### src/sv/smac_pkg.sv
// Shared types and constants for the moving average crossover detector.
// No dependencies; every other file imports this package.
package smac_pkg;

    localparam int MAX_WINDOW   = 256;
    localparam int SAMPLE_WIDTH = 32;

    // Derived sizes
    localparam int PTR_W   = $clog2(MAX_WINDOW);
    localparam int COUNT_W = $clog2(MAX_WINDOW + 1);
    localparam int SUM_W   = SAMPLE_WIDTH + PTR_W;
    localparam int STEP_W  = $clog2(SUM_W + 1);

    // Window registers are 9 bits wide
    localparam int WIN_W = 9;

    typedef enum logic [0:0] {
        CFG_FAST_WINDOW = 1'b0,
        CFG_SLOW_WINDOW = 1'b1
    } cfg_index_t;

    typedef struct packed {
        logic signed [SAMPLE_WIDTH-1:0] sample;
        logic                           restart;
    } in_item_t;

    typedef struct packed {
        logic signed [SAMPLE_WIDTH-1:0] fast_average;
        logic signed [SAMPLE_WIDTH-1:0] slow_average;
        logic                           fast_full;
        logic                           slow_full;
        logic                           buy;
        logic                           sell;
    } out_item_t;

    typedef enum logic [3:0] {
        ST_IDLE,
        ST_RD_F,
        ST_RD_S,
        ST_WR,
        ST_ADD_F,
        ST_ADD_S,
        ST_RB_F,
        ST_RB_S,
        ST_DIV_F,
        ST_WAIT_F,
        ST_DIV_S,
        ST_WAIT_S,
        ST_CMP
    } smac_state_t;

    // Divider request and response
    typedef struct packed {
        logic             start;
        logic [SUM_W-1:0] dividend;
        logic [WIN_W-1:0] divisor;
    } div_req_t;

    typedef struct packed {
        logic                    done;
        logic [SAMPLE_WIDTH-1:0] quotient;
    } div_rsp_t;

endpackage

### src/sv/smac_divider.sv
// Radix-2 restoring divider: signed windowed sum by unsigned window size.
// One quotient bit per cycle, quotient truncated toward zero. Uses smac_pkg.
module smac_divider
    import smac_pkg::*;
(
    input  logic     clk,
    input  logic     rst_n,
    input  div_req_t req,
    output div_rsp_t rsp
);

    logic              busy_reg, busy_next;
    logic              done_reg, done_next;
    logic [STEP_W-1:0] step_reg, step_next;
    logic              neg_reg, neg_next;
    logic [SUM_W-1:0]  quo_reg, quo_next;
    logic [WIN_W-1:0]  rem_reg, rem_next;
    logic [WIN_W-1:0]  div_reg, div_next;

    logic [WIN_W:0]    trial;
    logic              fits;
    logic [WIN_W:0]    diff;
    logic [SUM_W-1:0]  quo_signed;

    // Shift in the next dividend bit and try a subtract
    assign trial = {rem_reg, quo_reg[SUM_W-1]};
    assign fits  = trial >= {1'b0, div_reg};
    assign diff  = trial - {1'b0, div_reg};

    always_comb
    begin
        busy_next = busy_reg;
        done_next = 1'b0;
        step_next = step_reg;
        neg_next  = neg_reg;
        quo_next  = quo_reg;
        rem_next  = rem_reg;
        div_next  = div_reg;
        if (busy_reg)
        begin
            quo_next  = {quo_reg[SUM_W-2:0], fits};
            rem_next  = fits ? diff[WIN_W-1:0] : trial[WIN_W-1:0];
            step_next = step_reg - STEP_W'(1);
            if (step_reg == STEP_W'(1))
            begin
                busy_next = 1'b0;
                done_next = 1'b1;
            end
        end
        else if (req.start)
        begin
            busy_next = 1'b1;
            step_next = STEP_W'(SUM_W);
            neg_next  = req.dividend[SUM_W-1];
            quo_next  = req.dividend[SUM_W-1] ? (~req.dividend + SUM_W'(1)) : req.dividend;
            rem_next  = '0;
            div_next  = req.divisor;
        end
    end

    // Control state
    always_ff @(posedge clk or negedge rst_n)
    begin
        if (!rst_n)
        begin
            busy_reg <= 1'b0;
            done_reg <= 1'b0;
            step_reg <= '0;
        end
        else
        begin
            busy_reg <= busy_next;
            done_reg <= done_next;
            step_reg <= step_next;
        end
    end

    // Datapath
    always_ff @(posedge clk)
    begin
        neg_reg <= neg_next;
        quo_reg <= quo_next;
        rem_reg <= rem_next;
        div_reg <= div_next;
    end

    // Restore the sign of the quotient
    assign quo_signed   = neg_reg ? (~quo_reg + SUM_W'(1)) : quo_reg;
    assign rsp.done     = done_reg;
    assign rsp.quotient = quo_signed[SAMPLE_WIDTH-1:0];

endmodule

### config.mk
export PLATFORM = sky130hd
export DESIGN_NAME = smac_divider
export DESIGN_NICKNAME = d
export VERILOG_FILES = /design/src/sv/smac_pkg.sv /design/src/sv/smac_divider.sv
export SDC_FILE = /design/constraint.sdc
export NUM_CORES = 1
export LEC_CHECK = 0
export ABC_AREA = 1
export BUFFER_PORTS_ARGS = -buffer_cell sky130_fd_sc_hd__buf_2
export CELL_PAD_IN_SITES_DETAIL_PLACEMENT = 0
export CELL_PAD_IN_SITES_GLOBAL_PLACEMENT = 1
export CORE_MARGIN = 4
export CORE_UTILIZATION = 37
export DETAILED_ROUTE_END_ITERATION = 7
export PLACE_DENSITY_LB_ADDON = 0.2
export RECOVER_POWER = 100
export REMOVE_ABC_BUFFERS = 1
export SYNTH_ARGS = -nofsm -noshare
export SYNTH_HDL_FRONTEND = slang
export SYNTH_SLANG_ARGS = --single-unit
### constraint.sdc
create_clock -name clk -period 1.92 [get_ports clk]
set_input_delay 0.288 -clock clk [delete_from_list [all_inputs] [get_ports clk]]
set_output_delay 0.288 -clock clk [all_outputs]
set_load 0.005 [all_outputs]
==> results.cfg <==
[status]
status = complete, but fails checks
failed_checks = setup timing

[critical_path]
critPathCapture = rsp[20]
crit_path_largest_cell_delay_ns = 0.40
worst-r2r-cell-count = 6
cp.buffers_inverters = 2
cell_type_group_with_the_largest_total_delay_on_the_critical_path = simple AND/OR/NAND/NOR gates
worstReg2RegStart = busy_reg$_DFF_PN0_
crit_path_start_kind = register
critical_path.reg2reg.endpoint = step_reg[3]$_DFFE_PN0P_
setup.worst_path.start = quo_reg[1]$_DFFE_PP_
critical_path.most_common_cell = nand2_1
worst_path_max_delay_cell = edfxtp_1
crit_path_max_fanout = 4
cp-end-kind = output port
worstPathRequired_ns = 1.63
cp.depth = 10
setup.reg_to_reg.worst_slack_ns = -0.14
crit_path_cell_trace = inv_2, ha_4, nand4_1, nor2_2, nand3_2, nand2_4, o21ai_2, nand2_1, nand2_1, buf_2
crit_arrival_ns = 1.93
criticalPathCategory = register to output port

[sta]
fin_hold_ws_ns = 0.114
slew_headroom_pct = 40.4
timing_hold_violations_final = 0
report.final.setup_viol = 51
worst_pin_slew_ns = 0.894
setup_slack_ns = -0.299
clock_skew_ns = 0.00799
slew_violations = 0
final_min_period_over_clock_period_pct = 116
unrepaired_setup_endpoints_after_global_routing = true
fmaxAchievable_mhz = 451
final_period_minus_worst_setup_slack_ns = 2.22

[floorplanning]
row_count = 44
num_io_pins = 85
die-area_um2 = 16800
die_w_um = 130
floorplan.initialDensity_pct = 37.8
dieHeight_um = 130
core_area_um2 = 14500

[drt]
final_antenna_net_count = 0
route.detailed.wl_per_inst_um = 15.0
first_pass_iters = 5
detailedRoute.firstIterationViolations = 453
route.detailed.vias_per_inst = 4.98
route.vias.total = 5654
routed_wl_um = 17100
drc = 0

[clock_tree]
clock_latency_ns = 0.34
clock_tree.buffer_depth = 2
ctsHtreeMaxLevel = 3
root_buffer = clkbuf_16
cts_sinks = 67
cts_buffers = 9
cts.clk_slew.worst_paths_ns = 0.06
tritoncts_clock_tree = built

[synthesis]
netlist.area_leader.share_pct = 32.3
yosys_register_bits = 67
synth.largest_area_cell = edfxtp_1
yosysSeqAreaShare_pct = 35.9
synth.yosys.warnings = 0
synth_top_cells_by_area = edfxtp_1 (32%), nand2_1 (15%), nand3_1 (7.8%)
netlist-cell-type-count = 42
netlist_instances = 796
post_synth_instance_area_um2 = 5490
syn_area_per_cell_um2 = 6.89

[global_routing]
grt_max_degree = 53
grt_pass1_vias = 5528
grt_overflow = 0
global_route.usage.total_pct = 20.7
grt_first_pass_wirelength_um = 27000
antenna_violations_before_repair = 0

[place]
hpwl_um = 13300
placed_cells_incl_taps = 1092
placed_area_um2 = 6410
gp_congestion = 0.872
port-buffer-count = 84

[power]
cellPowerDensity_nw_per_um2 = 1280
power.combinational.fraction_pct = 50.3
power.net_switching_mw = 3.72
finalPower_mw = 9.28
internal-power_mw = 5.57
leakagePower_nw = 3.35
seq_power_share_pct = 31.9
switching_share_pct = 40.0
p_clk_share_pct = 17.8
ir_drop_v = 0.000524

[cells_and_area]
antenna-diode-count = 0
max_reg_flops = 40
fraction_of_layout_cells_with_a_size_suffix_above_1_pct = 28.4
final-instance-count-excl-fill = 1135
finished_cell_area_um2 = 7230
postLayoutCoreUtil_pct = 49.8
area_growth_syn_to_layout_pct = 31.8
num-nets-final = 1012

[worst_hold_path]
tightest_hold_check_type = input pin to register

[run]
max_cap_viol_count = 0
-- routing by layer --
metal	global-route usage, %	up-vias	wire length, um
met4	6.91	0	295
met2	34.5	122	8330
met1	26.9	2607	7550
met5	0	-	0
li1	-	2903	-
met3	4.09	22	894
-- cell type report --
type	count	area, um^2
tap	184	230
sequential	67	1970
clock inverter	5	52.6
multi-input combinational	614	3360
clock buffer	11	243
timing repair buffer	158	1000
inverter	96	369
fill	1480	7300
-- logic make-up after synthesis --
family	count (synthesis)	share of synthesized area, %
simple gates	488	39.4
buf+inv	116	8.64
compound gates	84	8.41
flops	67	35.9
xor+xnor	27	4.31
fa+ha+maj	14	3.33
-- cells in the mapped netlist (all sizes together) --
cell type / count
nand2: 233
nor2: 127
inv: 95
nand3: 91
edfxtp: 59
o21ai: 56
xor2: 25
a21oi: 19
buf: 14
ha: 13
nand4: 13
nand3b: 9
dfrtp: 8
clkbuf: 6
nor3: 6
or2: 4
and2: 3
o22ai: 3
o211ai: 2
xnor2: 2
a21boi: 1
a22oi: 1
clkinv: 1
fa: 1
nor3b: 1
nor4: 1
o21a: 1
o31ai: 1
-- cell usage in the layout (no fill, tap or decap), types with 8 or more instances in the layout --
cell type | netlist | layout
a21oi_1 | 18 | 18
buf_2 | 9 | 79
buf_4 | 3 | 57
buf_6 | 0 | 8
clkbuf_16 | 0 | 9
dfrtp_1 | 8 | 8
edfxtp_1 | 59 | 59
ha_1 | 13 | 9
inv_1 | 91 | 80
inv_2 | 4 | 13
nand2_1 | 226 | 211
nand2_2 | 6 | 16
nand3_1 | 86 | 75
nand3_2 | 5 | 14
nand3b_1 | 9 | 9
nand4_1 | 13 | 13
nor2_1 | 107 | 100
nor2_2 | 16 | 17
nor2_4 | 4 | 10
o21ai_0 | 30 | 34
o21ai_1 | 21 | 13
xor2_1 | 25 | 22
-- worst min path at each step --
stage / start / slack, ns / end / cells past startpoint
3_5_place_dp: rst_n / 0.14 / done_reg$_DFF_PN0_ / 1
3_3_place_gp: rst_n / 0.13 / step_reg[4]$_DFFE_PN0P_ / 1
6_report: req[4] / 0.11 / div_reg[4]$_DFFE_PP_ / 1
2_1_floorplan: rst_n / -0.008 / busy_reg$_DFF_PN0_ / 0
5_1_grt: req[4] / 0.11 / div_reg[4]$_DFFE_PP_ / 1
4_1_cts: req[4] / 0.10 / div_reg[4]$_DFFE_PP_ / 1
-- what timing repair did --
action	4_1_cts	5_1_grt
resized for setup	49	49
hold buffers	1	0
pin swaps	23	25
setup endpoints to repair	38	40
endpoints found under the hold margin	8	0
buffers inserted	14	12
cloned	1	0
-- power by group through the flow --
stage	combinational [mW]	sequential [mW]	clock, mW
after CTS	4.36	2.93	1.68
after global placement	3.84	2.90	0
after detailed placement	3.92	2.93	0
after global routing	5.21	3.04	1.74
final	4.67	2.96	1.65
after floorplan	2.35	2.84	0
-- stage by stage --
step,setup WS (ns),setup TNS (ns)
finish,-0.299,-6.70
floorplan,-1.59,-97.22
CTS,-0.269,-5.41
global route,-0.413,-13.68
global placement,-0.116,-0.742
detailed placement,-0.177,-1.42
-- worst reg2reg max path, stage by stage (launching register included) --
cell and delay (ns):
dfrtp_1 0.34, clkbuf_2 0.44, clkbuf_2 0.58, nor2_1 0.10
buf_4 0.23, nor3_1 0.18, a21oi_1 0.06
Power figures use the tool's default switching activity.
